### src/design/zssf_pkg.sv
// Package for the zlib stored-stream framer.
// Holds the framing constants and the command record passed from front to back.
// No dependencies.
`default_nettype none
package zssf_pkg;

  localparam int unsigned LengthWidth = 32;
  localparam int unsigned QueueDepth  = 4;
  localparam int unsigned QueuePtrW   = $clog2(QueueDepth);

  localparam logic [7:0]  ZlibCmf  = 8'h78;
  localparam logic [7:0]  ZlibFlg  = 8'h9C;
  localparam logic [15:0] BlockMax = 16'd65535;
  localparam logic [15:0] AdlerMod = 16'd65521;

  typedef struct packed {
    logic [7:0]  data;
    logic        hdr;
    logic        blk;
    logic        bfinal;
    logic [15:0] blen;
    logic        trailer;
    logic [31:0] adler;
  } cmd_t;

endpackage
`default_nettype wire

### src/design/zssf_front.sv
// Front part: takes message bytes, keeps counters and Adler-32 sums, and emits one
// framing command per byte while the length is nonzero. Depends on zssf_pkg.
`default_nettype none
module zssf_front import zssf_pkg::*; (
  input  wire logic        clk_i,
  input  wire logic        rst_ni,
  input  wire logic        cfg_we_i,
  input  wire logic [31:0] cfg_data_i,
  input  wire logic        in_valid_i,
  output logic             in_stall_o,
  input  wire logic [7:0]  data_byte_i,
  input  wire logic        q_full_i,
  output logic             push_o,
  output cmd_t             cmd_o
);

  logic [31:0]            len_q;
  logic [15:0]            sum_low_q, sum_low_d;
  logic [15:0]            sum_high_q, sum_high_d;
  logic [LengthWidth-1:0] taken_q;
  logic [15:0]            fill_q, fill_d;

  logic [LengthWidth-1:0] total, remaining;
  logic [16:0]            low_sum, high_sum;
  logic                   accept, fits, last;

  assign in_stall_o = q_full_i;
  assign accept     = in_valid_i && !q_full_i;
  assign total      = LengthWidth'(len_q);
  assign remaining  = (total > taken_q) ? (total - taken_q) : LengthWidth'(1);
  assign fits       = (remaining[LengthWidth-1:16] == '0);
  assign last       = (remaining[LengthWidth-1:1] == '0);

  always_comb begin
    low_sum   = {1'b0, sum_low_q} + {9'd0, data_byte_i};
    sum_low_d = (low_sum >= {1'b0, AdlerMod}) ? 16'(low_sum - {1'b0, AdlerMod})
                                              : low_sum[15:0];
    high_sum   = {1'b0, sum_high_q} + {1'b0, sum_low_d};
    sum_high_d = (high_sum >= {1'b0, AdlerMod}) ? 16'(high_sum - {1'b0, AdlerMod})
                                                : high_sum[15:0];
    fill_d = (fill_q + 16'd1 >= BlockMax) ? 16'd0 : fill_q + 16'd1;
  end

  assign push_o        = accept && (total != '0);
  assign cmd_o.data    = data_byte_i;
  assign cmd_o.hdr     = (taken_q == '0);
  assign cmd_o.blk     = (fill_q == 16'd0);
  assign cmd_o.bfinal  = fits;
  assign cmd_o.blen    = fits ? remaining[15:0] : BlockMax;
  assign cmd_o.trailer = last;
  assign cmd_o.adler   = {sum_high_d, sum_low_d};

  always_ff @(posedge clk_i or negedge rst_ni) begin
    if (!rst_ni) begin
      len_q      <= '0;
      sum_low_q  <= 16'd1;
      sum_high_q <= '0;
      taken_q    <= '0;
      fill_q     <= '0;
    end else begin
      if (cfg_we_i) begin
        len_q <= cfg_data_i;
      end
      if (push_o) begin
        if (last) begin
          sum_low_q  <= 16'd1;
          sum_high_q <= '0;
          taken_q    <= '0;
          fill_q     <= '0;
        end else begin
          sum_low_q  <= sum_low_d;
          sum_high_q <= sum_high_d;
          taken_q    <= taken_q + LengthWidth'(1);
          fill_q     <= fill_d;
        end
      end
    end
  end

endmodule
`default_nettype wire

### src/design/zssf_queue.sv
// Short command queue between front and back.
// Depends on zssf_pkg.
`default_nettype none
module zssf_queue import zssf_pkg::*; (
  input  wire logic  clk_i,
  input  wire logic  rst_ni,
  input  wire logic  push_i,
  input  wire cmd_t  push_cmd_i,
  output logic       full_o,
  input  wire logic  pop_i,
  output logic       valid_o,
  output cmd_t       head_o
);

  cmd_t                 mem_q [QueueDepth];
  logic [QueuePtrW-1:0] wr_q, rd_q;
  logic [QueuePtrW:0]   cnt_q;

  assign full_o  = (cnt_q == (QueuePtrW+1)'(QueueDepth));
  assign valid_o = (cnt_q != '0);
  assign head_o  = mem_q[rd_q];

  always_ff @(posedge clk_i) begin
    if (push_i) begin
      mem_q[wr_q] <= push_cmd_i;
    end
  end

  always_ff @(posedge clk_i or negedge rst_ni) begin
    if (!rst_ni) begin
      wr_q  <= '0;
      rd_q  <= '0;
      cnt_q <= '0;
    end else begin
      if (push_i) begin
        wr_q <= wr_q + QueuePtrW'(1);
      end
      if (pop_i) begin
        rd_q <= rd_q + QueuePtrW'(1);
      end
      if (push_i && !pop_i) begin
        cnt_q <= cnt_q + (QueuePtrW+1)'(1);
      end else if (pop_i && !push_i) begin
        cnt_q <= cnt_q - (QueuePtrW+1)'(1);
      end
    end
  end

endmodule
`default_nettype wire

### src/design/zssf_back.sv
// Back part: expands each command into its output bytes through an output register.
// Depends on zssf_pkg.
`default_nettype none
module zssf_back import zssf_pkg::*; (
  input  wire logic       clk_i,
  input  wire logic       rst_ni,
  input  wire logic       head_valid_i,
  input  wire cmd_t       head_i,
  output logic            pop_o,
  output logic            out_valid_o,
  input  wire logic       out_stall_i,
  output logic [7:0]      out_byte_o,
  output logic            last_of_run_o,
  output logic            end_of_stream_o
);

  typedef enum logic [3:0] {
    S_CMF, S_FLG, S_BF, S_L0, S_L1, S_N0, S_N1, S_DATA, S_A3, S_A2, S_A1, S_A0
  } step_e;

  step_e       step_q, cur, nxt;
  logic        started_q;
  logic        out_valid_q, last_q, eos_q;
  logic [7:0]  byte_q, byte_d;
  logic [15:0] nlen;
  logic        advance, done;

  assign nlen    = ~head_i.blen;
  assign advance = head_valid_i && (!out_valid_q || !out_stall_i);
  assign pop_o   = advance && done;

  always_comb begin
    if (started_q) begin
      cur = step_q;
    end else if (head_i.hdr) begin
      cur = S_CMF;
    end else if (head_i.blk) begin
      cur = S_BF;
    end else begin
      cur = S_DATA;
    end
    done = 1'b0;
    nxt  = cur;
    case (cur)
      S_CMF:  begin byte_d = ZlibCmf; nxt = S_FLG; end
      S_FLG:  begin byte_d = ZlibFlg; nxt = head_i.blk ? S_BF : S_DATA; end
      S_BF:   begin byte_d = {7'd0, head_i.bfinal}; nxt = S_L0; end
      S_L0:   begin byte_d = head_i.blen[7:0]; nxt = S_L1; end
      S_L1:   begin byte_d = head_i.blen[15:8]; nxt = S_N0; end
      S_N0:   begin byte_d = nlen[7:0]; nxt = S_N1; end
      S_N1:   begin byte_d = nlen[15:8]; nxt = S_DATA; end
      S_DATA: begin
        byte_d = head_i.data;
        nxt    = S_A3;
        done   = !head_i.trailer;
      end
      S_A3:   begin byte_d = head_i.adler[31:24]; nxt = S_A2; end
      S_A2:   begin byte_d = head_i.adler[23:16]; nxt = S_A1; end
      S_A1:   begin byte_d = head_i.adler[15:8]; nxt = S_A0; end
      S_A0:   begin byte_d = head_i.adler[7:0]; done = 1'b1; end
      default: begin byte_d = head_i.data; done = 1'b1; end
    endcase
  end

  always_ff @(posedge clk_i or negedge rst_ni) begin
    if (!rst_ni) begin
      step_q      <= S_DATA;
      started_q   <= 1'b0;
      out_valid_q <= 1'b0;
      last_q      <= 1'b0;
      eos_q       <= 1'b0;
      byte_q      <= '0;
    end else begin
      if (advance) begin
        out_valid_q <= 1'b1;
        byte_q      <= byte_d;
        last_q      <= done;
        eos_q       <= (cur == S_A0);
        started_q   <= !done;
        step_q      <= nxt;
      end else if (!out_stall_i) begin
        out_valid_q <= 1'b0;
      end
    end
  end

  assign out_valid_o     = out_valid_q;
  assign out_byte_o      = byte_q;
  assign last_of_run_o   = last_q;
  assign end_of_stream_o = eos_q;

endmodule
`default_nettype wire

### src/design/zlib_stored_stream_framer.sv
// Top level of the zlib stored-stream framer: front, command queue and back.
// Depends on zssf_pkg, zssf_front, zssf_queue, zssf_back.
//
//   port group  | dir | handshake                 | payload
//   ------------+-----+---------------------------+-------------------------------------
//   cfg         | in  | cfg_we_i                  | cfg_data_i (message_length)
//   in          | in  | in_valid_i / in_stall_o   | data_byte_i
//   out         | out | out_valid_o / out_stall_i | out_byte_o, last_of_run_o,
//               |     |                           | end_of_stream_o
//
// One input beat per cycle is taken while the queue has room; the back emits one
// output beat per cycle unless stalled or empty: a plain data byte gives one beat, a
// block start adds five, the first byte two, the final byte four (at most 12 beats).
// The output beat rate set by the back's single output register bounds throughput.
// Reset clears the counters, sums, queue and output register at once; a stalled
// output holds its beat while the front keeps filling the four-entry queue.
`default_nettype none
module zlib_stored_stream_framer import zssf_pkg::*; (
  input  wire logic        clk_i,
  input  wire logic        rst_ni,
  input  wire logic        cfg_we_i,
  input  wire logic [31:0] cfg_data_i,
  input  wire logic        in_valid_i,
  output logic             in_stall_o,
  input  wire logic [7:0]  data_byte_i,
  output logic             out_valid_o,
  input  wire logic        out_stall_i,
  output logic [7:0]       out_byte_o,
  output logic             last_of_run_o,
  output logic             end_of_stream_o
);

  cmd_t push_cmd, head;
  logic push, full, pop, head_valid;

  zssf_front u_front (
    .clk_i       (clk_i),
    .rst_ni      (rst_ni),
    .cfg_we_i    (cfg_we_i),
    .cfg_data_i  (cfg_data_i),
    .in_valid_i  (in_valid_i),
    .in_stall_o  (in_stall_o),
    .data_byte_i (data_byte_i),
    .q_full_i    (full),
    .push_o      (push),
    .cmd_o       (push_cmd)
  );

  zssf_queue u_queue (
    .clk_i      (clk_i),
    .rst_ni     (rst_ni),
    .push_i     (push),
    .push_cmd_i (push_cmd),
    .full_o     (full),
    .pop_i      (pop),
    .valid_o    (head_valid),
    .head_o     (head)
  );

  zssf_back u_back (
    .clk_i           (clk_i),
    .rst_ni          (rst_ni),
    .head_valid_i    (head_valid),
    .head_i          (head),
    .pop_o           (pop),
    .out_valid_o     (out_valid_o),
    .out_stall_i     (out_stall_i),
    .out_byte_o      (out_byte_o),
    .last_of_run_o   (last_of_run_o),
    .end_of_stream_o (end_of_stream_o)
  );

endmodule
`default_nettype wire

### config.mk
export PLATFORM = sky130hd
export DESIGN_NAME = zlib_stored_stream_framer
export DESIGN_NICKNAME = d
export VERILOG_FILES = /design/src/design/zssf_pkg.sv /design/src/design/zssf_front.sv /design/src/design/zssf_queue.sv /design/src/design/zssf_back.sv /design/src/design/zlib_stored_stream_framer.sv
export SDC_FILE = /design/constraint.sdc
export NUM_CORES = 1
export LEC_CHECK = 0
export ABC_AREA = 1
export BUFFER_PORTS_ARGS = -buffer_cell sky130_fd_sc_hd__buf_2
export CORE_AREA = 2 2 256 258
export CTS_BUF_LIST = sky130_fd_sc_hd__clkbuf_2
export DETAILED_ROUTE_END_ITERATION = 12
export DIE_AREA = 0 0 258 260
export SKIP_LAST_GASP = 1
export SLEW_MARGIN = 20
export SYNTH_ARGS = -nofsm -noshare
export SYNTH_HDL_FRONTEND = slang
export SYNTH_SLANG_ARGS = --single-unit
### constraint.sdc
create_clock -name clk_i -period 8.4 [get_ports clk_i]
set_input_delay 1.68 -clock clk_i [delete_from_list [all_inputs] [get_ports clk_i]]
set_output_delay 1.68 -clock clk_i [all_outputs]
set_load 0.01 [all_outputs]
==> results.json, run 1 <==
{
  "vias_per_cell": 4.82,
  "min_path_type": "reg2reg",
  "crit_type": "in2reg",
  "finalSetupTns_ns": 0,
  "portBuffers": 56,
  "final_hold_viol_count": 0,
  "crit_arrival_ns": 7.28,
  "min_period_ns": 6.33,
  "rsz0062_at_grt": "no",
  "die_h_um": 260,
  "post_cts_buffers": 0,
  "synth_edf_count": 240,
  "dieArea_um2": 67100,
  "reg2reg_slack_ns": 2.28,
  "cts.repair.resized": 0,
  "cts_hold_buf": 0,
  "yosys_most_used_dff": "edfxtp_1",
  "wl_per_cell_um": 15.4,
  "finalSetupViolations": 0,
  "worstSkewPairLatency_ns": 1.07,
  "drcViolationCount": 0,
  "row_count": 93,
  "htreeDepth": 3,
  "cts_tree": "built",
  "cts_root_buf": "clkbuf_2",
  "async_flop_share_pct": 36.0,
  "crit_slowest_cell": "o21ai_0",
  "die_w_um": 258,
  "layout-drive-gt1-share_pct": 9.67,
  "period_share_pct": 75.3,
  "netlist_instances": 2848,
  "overflow": 0,
  "cts_buffers": 97,
  "cap_violations": 0,
  "yosys.area.top_type": "edfxtp_1",
  "synth_area_um2": 22200,
  "muxShareOfSynthArea_pct": 0.0507,
  "dpl.hpwl_mm": 42.1,
  "synth_common_cells": "nand2_1, inv_1, nor2_1",
  "path_max_fanout": 17,
  "post-synth-top-count-cell": "nand2_1",
  "fmax_ghz": 0.158,
  "synth-compound-area-share_pct": 7.45,
  "maxSlewViolCount": 0,
  "synth_adder_area_share_pct": 4.41,
  "synth_warnings": 0,
  "end_kind": "register",
  "track_usage_pct": 17.8,
  "grt_pass1_vias": 17700,
  "clk_pin_slew_ns": 0.11,
  "start_util_pct": 34.7,
  "core_area_um2": 64100,
  "synth_seq_cells": 375,
  "clock_sinks": 375,
  "power.leakage_uw": 0.0115,
  "syn_area_per_cell_um2": 7.80,
  "crit_path_start_kind": "input pin",
  "clockBufferDepth": 3,
  "slew_headroom_pct": 28.6,
  "peakVddDrop_mv": 0.183,
  "cp_top_family": "simple AND/OR/NAND/NOR gates",
  "path_buf_inv": 7,
  "area_growth_syn_to_layout_pct": 9.21,
  "synth_xor_area_share_pct": 2.32,
  "grt_max_degree": 95,
  "synth-seq-area-share_pct": 47.6,
  "ys_top_cells_by_area": "edfxtp_1, nand2_1, dfrtp_1, inv_1, nor2_1",
  "status": "completed",
  "yosysUniqueCellTypes": 56,
  "fin_skew_ns": 0.0758,
  "crit_top_cell": "nand2_1",
  "final_antenna_net_count": 0,
  "placed_area_um2": 23400,
  "gp_congestion": 0.881,
  "fill_cells": 6671,
  "whs_ns": 0.478,
  "tightest_slew_ns": 1.07,
  "wirelength_mm": 59.7,
  "synth.net_count": 2969,
  "final_area_um2": 24300,
  "cp_data_required_time_ns": 9.35,
  "synth_top_area_share_pct": 32.4,
  "nNetsFinal": 3061,
  "vias": 18700,
  "cp_slowest_stage_delay_ns": 0.63,
  "synthSimpleGateAreaFrac_pct": 29.5,
  "antenna_found_initial": 4,
  "synth_top_family_by_area": "simple AND/OR/NAND/NOR gates",
  "pin_count": 57,
  "dr.pass1.iters": 7,
  "drt-initial-drc-count": 1327,
  "powerDensity_nw_per_um2": 370,
  "grt_pass1_wl_mm": 94.4
}
-- area by class of cell --
cell class                      count  area, µm²  area share [%]
Timing Repair Buffer               75        442            1.82
Inverter                          404       1520            6.25
Clock buffer                      138        691            2.85
Multi-Input combinational cell   1987       9770            40.2
Clock inverter                     40        188           0.773
Sequential cell                   375      10600            43.6
Antenna cell                        3       7.51          0.0309
Tap cell                          855       1070            4.41
-- flip-flops by register name (all words and copies together), names as in the netlist, 3 cells and up --
name,count
u_front.len_q,32
u_queue.mem_q,240
u_front.sum_low_q,16
u_front.sum_high_q,16
u_queue.cnt_q,3
u_back.out_byte_o,8
u_front.taken_q,32
u_front.fill_q,16
u_back.step_q,4
-- worst min-delay path, stage by stage, from the launching register on --
cell and delay (ns):
dfstp_2 0.38, nand2_1 0.05, nand2_1 0.05
-- layer usage --
metal  GRT usage (%)  wire length (µm)  vias up
met2            28.6             26900      495
met1            24.5             28000     8601
li1                -                 -     9502
met4            5.49              1250        2
met3            3.05              3460       89
met5               0                13        -
-- path summary, 6_finish.rpt --
kind	startpoint	endpoint	depth (start not counted)
worst max-delay path	data_byte_i[0]	u_front.sum_high_q[14]	35
worst min-delay path	u_back.step_q[1]	u_back.step_q[1]	2
worst max register to register	u_front.sum_low_q[0]	u_front.sum_high_q[14]	34
worst min register to register	u_back.step_q[1]	u_back.step_q[1]	2
max in group asynchronous	rst_ni	u_queue.rd_q[0]	2
min in group asynchronous	rst_ni	u_front.len_q[26]	1
-- layout by cell type, fill, tap and decap left out, types with 4 or more instances in the layout --
cell	n
nand3_1	208
xnor2_1	9
nor4_1	13
a21o_1	5
buf_2	55
buf_4	18
a21oi_1	57
edfxtp_1	240
nand3b_1	7
nand4_1	68
o21ai_0	171
clkbuf_2	138
nor2_1	296
dfrtp_1	129
inv_1	394
nand2_1	878
xor2_1	48
nor2_2	15
inv_2	8
a31oi_1	5
clkinv_2	9
o22ai_1	36
dfstp_2	4
nor3_1	29
nand2_2	10
fa_1	4
and2_1	9
ha_1	72
nor2_4	8
o211ai_1	5
clkinv_1	27
-- cells by family (layout without fill, tap and decap cells) --
family	after synthesis	after routing
simple gates	1551	1551
buf+inv	486	657
flops	375	375
compound gates	301	301
fa+ha+maj	76	76
xor+xnor	58	58
mux	1	1
other cells	0	3
-- power by group --
part	internal, µW	total (µW)	switching, µW
clock	456	1230	773
combinational	1390	4710	3320
sequential	2780	3050	271
total	4620	8990	4360
-- per-stage QoR --
step	std cells	power, µW	setup WS (ns)	util [%]
after floorplan	2848	6420	2.29	-
after global placement	3695	7750	1.21	36.4
after detailed placement	3695	7770	1.07	36.4
after CTS	3873	9030	2.21	37.8
after global routing	3877	9800	1.56	37.9
final	3877	8990	2.07	37.9
(Power assumes the default switching activity.)
==> run 2: changes to the inputs <==
clock period = 6 ns   (was 8.4 ns; I/O delays follow)
==> results.json, run 2 (synthesized netlist as in run 1, its figures left out) <==
{
  "dr.pass1.iters": 5,
  "placed_area_um2": 23600,
  "status": "completed",
  "tightest_slew_ns": 0.962,
  "top_register": "u_queue.mem_q",
  "min_period_ns": 5.32,
  "gp_congestion": 0.910,
  "overflow": 0,
  "hold_start": "cfg_data_i[27]",
  "clk_pin_slew_ns": 0.11,
  "crit_arrival_ns": 6.23,
  "die_w_um": 258,
  "start_util_pct": 34.7,
  "row_count": 93,
  "hold_depth": 3,
  "pin_count": 57,
  "layout-drive-gt1-share_pct": 10.8,
  "vias_per_cell": 4.81,
  "fill_cells": 6697,
  "power_frac_comb_pct": 52.3,
  "p_total_uw": 12900,
  "final_hold_viol_count": 0,
  "core_area_um2": 64100,
  "final_common_cell": "nand2_1",
  "placedCellCount": 3723,
  "area_growth_syn_to_layout_pct": 10.8,
  "finalSetupTns_ns": 0,
  "min_to": "u_front.len_q[27]",
  "final_area_um2": 24600,
  "reg_top3": "u_queue.mem_q: 240 flops, u_front.len_q: 32 flops, u_front.taken_q: 32 flops",
  "track_usage_pct": 18.0,
  "path_max_fanout": 11,
  "wl_per_cell_um": 15.5,
  "cp_data_required_time_ns": 6.91,
  "drt-initial-drc-count": 1504,
  "min_path_type": "in2reg",
  "maxSlewViolCount": 0,
  "r2r_start": "u_front.sum_low_q[0]",
  "nNetsFinal": 3090,
  "final_cell_mix": "nand2_1, inv_1, nor2_1, edfxtp_1, nand3_1",
  "post_cts_buffers": 0,
  "slew_headroom_pct": 35.9,
  "largest_reg_flops": 240,
  "finalSetupViolations": 0,
  "grt_max_degree": 79,
  "peakVddDrop_mv": 0.223,
  "swShare_pct": 47.5,
  "crit_top_cell": "nand2_1",
  "htreeDepth": 3,
  "cts_tree": "built",
  "end_kind": "register",
  "fin_skew_ns": 0.114,
  "crit_path_start_kind": "register",
  "grt_pass1_wl_mm": 96.1,
  "cp_slowest_stage_delay_ns": 0.58,
  "portBuffers": 56,
  "pwr-share-clk_pct": 14.6,
  "clockBufferDepth": 3,
  "rsz0062_at_grt": "no",
  "dpl.hpwl_mm": 42.9,
  "r2r_cells": 35,
  "cap_violations": 0,
  "crit_type": "reg2reg",
  "cts_buffers": 98,
  "antenna_found_initial": 2,
  "p_switching_uw": 6140,
  "r2r_end": "u_front.sum_high_q[6]",
  "fmax_ghz": 0.188,
  "vias": 18800,
  "p_int_uw": 6780,
  "final_cells": 3908,
  "clock_sinks": 375,
  "grt_pass1_vias": 17800,
  "reg2reg_slack_ns": 0.68,
  "crit_slowest_cell": "dfstp_2",
  "power.leakage_uw": 0.0117,
  "final_util_pct": 38.4,
  "worstSkewPairLatency_ns": 1.12,
  "period_share_pct": 88.6,
  "final_antenna_net_count": 0,
  "powerDensity_nw_per_um2": 525,
  "p_seq_share_pct": 33.1,
  "die_h_um": 260,
  "wirelength_mm": 60.5,
  "cts_root_buf": "clkbuf_2",
  "dieArea_um2": 67100,
  "drcViolationCount": 0
}
## run 2: routing by layer
metal	global-route usage [%]	wire (µm)	part of all wire (%)	vias to the layer above
met5	0	0	0	-
met4	5.03	1110	1.8	0
met3	3.06	3040	5.0	79
met2	28.4	27000	45	463
met1	25.5	29300	48	8719
li1	-	-	-	9544
## run 2: how the worst max path moves through the flow
stage | from | end | depth (start not counted)
final | u_front.sum_low_q[0] | u_front.sum_high_q[6] | 35
after global routing | u_front.sum_low_q[0] | u_front.sum_high_q[14] | 35
after CTS | u_front.sum_low_q[0] | u_queue.mem_q[1][22] | 31
after detailed placement | data_byte_i[0] | u_queue.mem_q[2][22] | 32
after global placement | data_byte_i[0] | u_queue.mem_q[1][22] | 32
after floorplan | data_byte_i[0] | u_queue.mem_q[0][21] | 29
## run 2: what timing repair did
action	4_1_cts	5_1_grt
resized for setup	0	0
endpoints found under the hold margin	4	0
hold buffers	1	0
## run 2: critical path: cells and delay by family (launching register included)
family | cells | cell delay [ns]
simple gates | 27 | 2.91
fa+ha+maj | 3 | 0.98
buf+inv | 5 | 0.66
flops | 1 | 0.58
## run 2: stage by stage
stage               hold WS [ns]  worst slack [ns]
floorplan                  0.448             0.366
detailed placement         0.460            0.0706
global placement           0.458             0.175
finish                     0.329             0.682
global route               0.263            0.0827
CTS                        0.208             0.657
## run 2: cell type report
class                   count  area [µm²]  area share (%)
repair buffers            103         692            2.81
clock buffers             149         746            3.03
diodes                      3        7.51          0.0305
well taps                 855        1070            4.34
flip-flops and latches    375       10600            43.0
multi-input cells        1987        9770            39.7
clock inverters            32         229           0.930
inverters                 404        1520            6.16
## run 2: power groups by stage
stage | combinational [µW] | sequential [µW] | clock (µW)
floorplan | 4800 | 4190 | 0
global route | 7630 | 4340 | 2100
global placement | 6690 | 4310 | 0
finish | 6760 | 4270 | 1890
CTS | 6750 | 4270 | 1960
detailed placement | 6720 | 4320 | 0
==> run 3: changes to the inputs <==
CORE_AREA = 2 2 196 198   (was 2 2 256 258)
DIE_AREA = 0 0 198 200   (was 0 0 258 260)
PLACE_DENSITY = 0.76   (was not set)
==> results.json, run 3 (synthesized netlist as in run 1, its figures left out) <==
{
  "path_buf_inv": 5,
  "pwr-share-clk_pct": 13.6,
  "seq_area_um2": 10600,
  "largest_reg_flops": 240,
  "cts_tree": "built",
  "wl_met3_mm": 5.16,
  "final_common_cell": "nand2_1",
  "post_cts_buffers": 0,
  "min_path_type": "in2async",
  "die_h_um": 200,
  "powerDensity_nw_per_um2": 541,
  "layout-drive-gt1-share_pct": 10.8,
  "finalSetupViolations": 0,
  "clk_pin_slew_ns": 0.11,
  "drt-initial-drc-count": 1714,
  "p_int_uw": 6880,
  "placed_area_um2": 23300,
  "htreeDepth": 3,
  "pin_count": 57,
  "nNetsFinal": 3101,
  "period_share_pct": 88.2,
  "die_w_um": 198,
  "dieArea_um2": 39600,
  "tightest_slew_ns": 1.00,
  "p_switching_uw": 6210,
  "placedCellCount": 3396,
  "cp_top_family": "simple AND/OR/NAND/NOR gates",
  "row_count": 71,
  "vias": 19500,
  "power_frac_comb_pct": 53.6,
  "cp_data_required_time_ns": 6.69,
  "grt_max_degree": 87,
  "cts_root_buf": "clkbuf_2",
  "clockBufferDepth": 3,
  "finalSetupTns_ns": 0,
  "path_max_fanout": 9,
  "cts.repair.resized": 0,
  "multi_input_area_um2": 9770,
  "worstSkewPairLatency_ns": 1.01,
  "top_register": "u_queue.mem_q",
  "peakVddDrop_mv": 0.275,
  "final_area_um2": 24200,
  "swShare_pct": 47.4,
  "fmax_ghz": 0.189,
  "drcViolationCount": 0,
  "track_usage_pct": 30.5,
  "vias_per_cell": 5.46,
  "overflow": 0,
  "end_kind": "register",
  "start_util_pct": 59.4,
  "grt_pass1_wl_mm": 93.8,
  "final_cells": 3564,
  "wl_met2_mm": 26.2,
  "dpl.hpwl_mm": 43.3,
  "antenna_found_initial": 2,
  "slew_headroom_pct": 32.8,
  "met1Wirelength_mm": 26.8,
  "r2r_start": "u_front.sum_low_q[0]",
  "final_cell_mix": "nand2_1, inv_1, nor2_1, edfxtp_1, nand3_1",
  "cp_slowest_stage_delay_ns": 0.56,
  "reg_top3": "u_queue.mem_q: 240 flops, u_front.len_q: 32 flops, u_front.taken_q: 32 flops",
  "final_hold_viol_count": 0,
  "grt_pass1_vias": 18100,
  "cts_buffers": 93,
  "cts_hold_buf": 0,
  "wirelength_mm": 59.5,
  "p_seq_share_pct": 32.8,
  "clock_sinks": 375,
  "area_growth_syn_to_layout_pct": 8.78,
  "gp_congestion": 0.956,
  "power.leakage_uw": 0.0117,
  "crit_type": "reg2reg",
  "fin_skew_ns": 0.111,
  "dr.pass1.iters": 8,
  "maxUsedRoutingLayer": "met4",
  "status": "completed",
  "portBuffers": 56,
  "core_area_um2": 37400,
  "min_period_ns": 5.29,
  "crit_slowest_cell": "dfstp_2",
  "final_antenna_net_count": 0,
  "worstSetupStartpoint": "u_front.sum_low_q[0]",
  "reg2reg_slack_ns": 0.71,
  "wl_per_cell_um": 16.7,
  "fill_cells": 3301,
  "crit_path_start_kind": "register",
  "crit_top_cell": "nand2_1",
  "crit_arrival_ns": 5.98,
  "maxSlewViolCount": 0,
  "rsz0062_at_grt": "no",
  "cap_violations": 0,
  "p_total_uw": 13100
}
==> run 3: final cells by class <==
cell class                      instances  share of cell area (%)
Tap cell                              511                    2.64
Timing Repair Buffer                  119                    3.14
Clock inverter                         32                   0.931
Clock buffer                          135                    2.79
Sequential cell                       375                    43.8
Multi-Input combinational cell       1987                    40.4
Inverter                              404                    6.27
Antenna cell                            1                  0.0103
==> run 3: through the flow <==
stage | util (%) | hold WS, ns | worst slack [ns]
after floorplan | - | 0.448 | 0.366
after global placement | 62.2 | 0.457 | 0.152
after detailed placement | 62.2 | 0.461 | 0.0170
after CTS | 64.6 | 0.201 | 0.797
after global routing | 64.6 | 0.244 | 0.202
final | 64.6 | 0.231 | 0.711
==> run 3: power groups by stage <==
stage	registers, µW	clock network [µW]	logic [µW]
2_1_floorplan	4190	0	4800
3_3_place_gp	4310	0	6760
3_5_place_dp	4330	0	6910
4_1_cts	4280	1820	6940
5_1_grt	4350	1960	7860
6_report	4290	1780	7010
==> run 3: final timing paths <==
kind / end / depth (start not counted)
max: u_queue.mem_q[3][18] / 32
min: u_back.started_q / 1
max reg2reg: u_queue.mem_q[3][18] / 32
min reg2reg: u_back.out_byte_o[7] / 2
max in group asynchronous: u_front.taken_q[19] / 2
min in group clk_i: u_front.len_q[0] / 3
==> run 3: per-layer routing <==
metal  vias up  track usage [%]
met4         0             9.91
li1       9547                -
met2       729             46.6
met5         -                0
met3        82             6.43
met1      9096             43.8
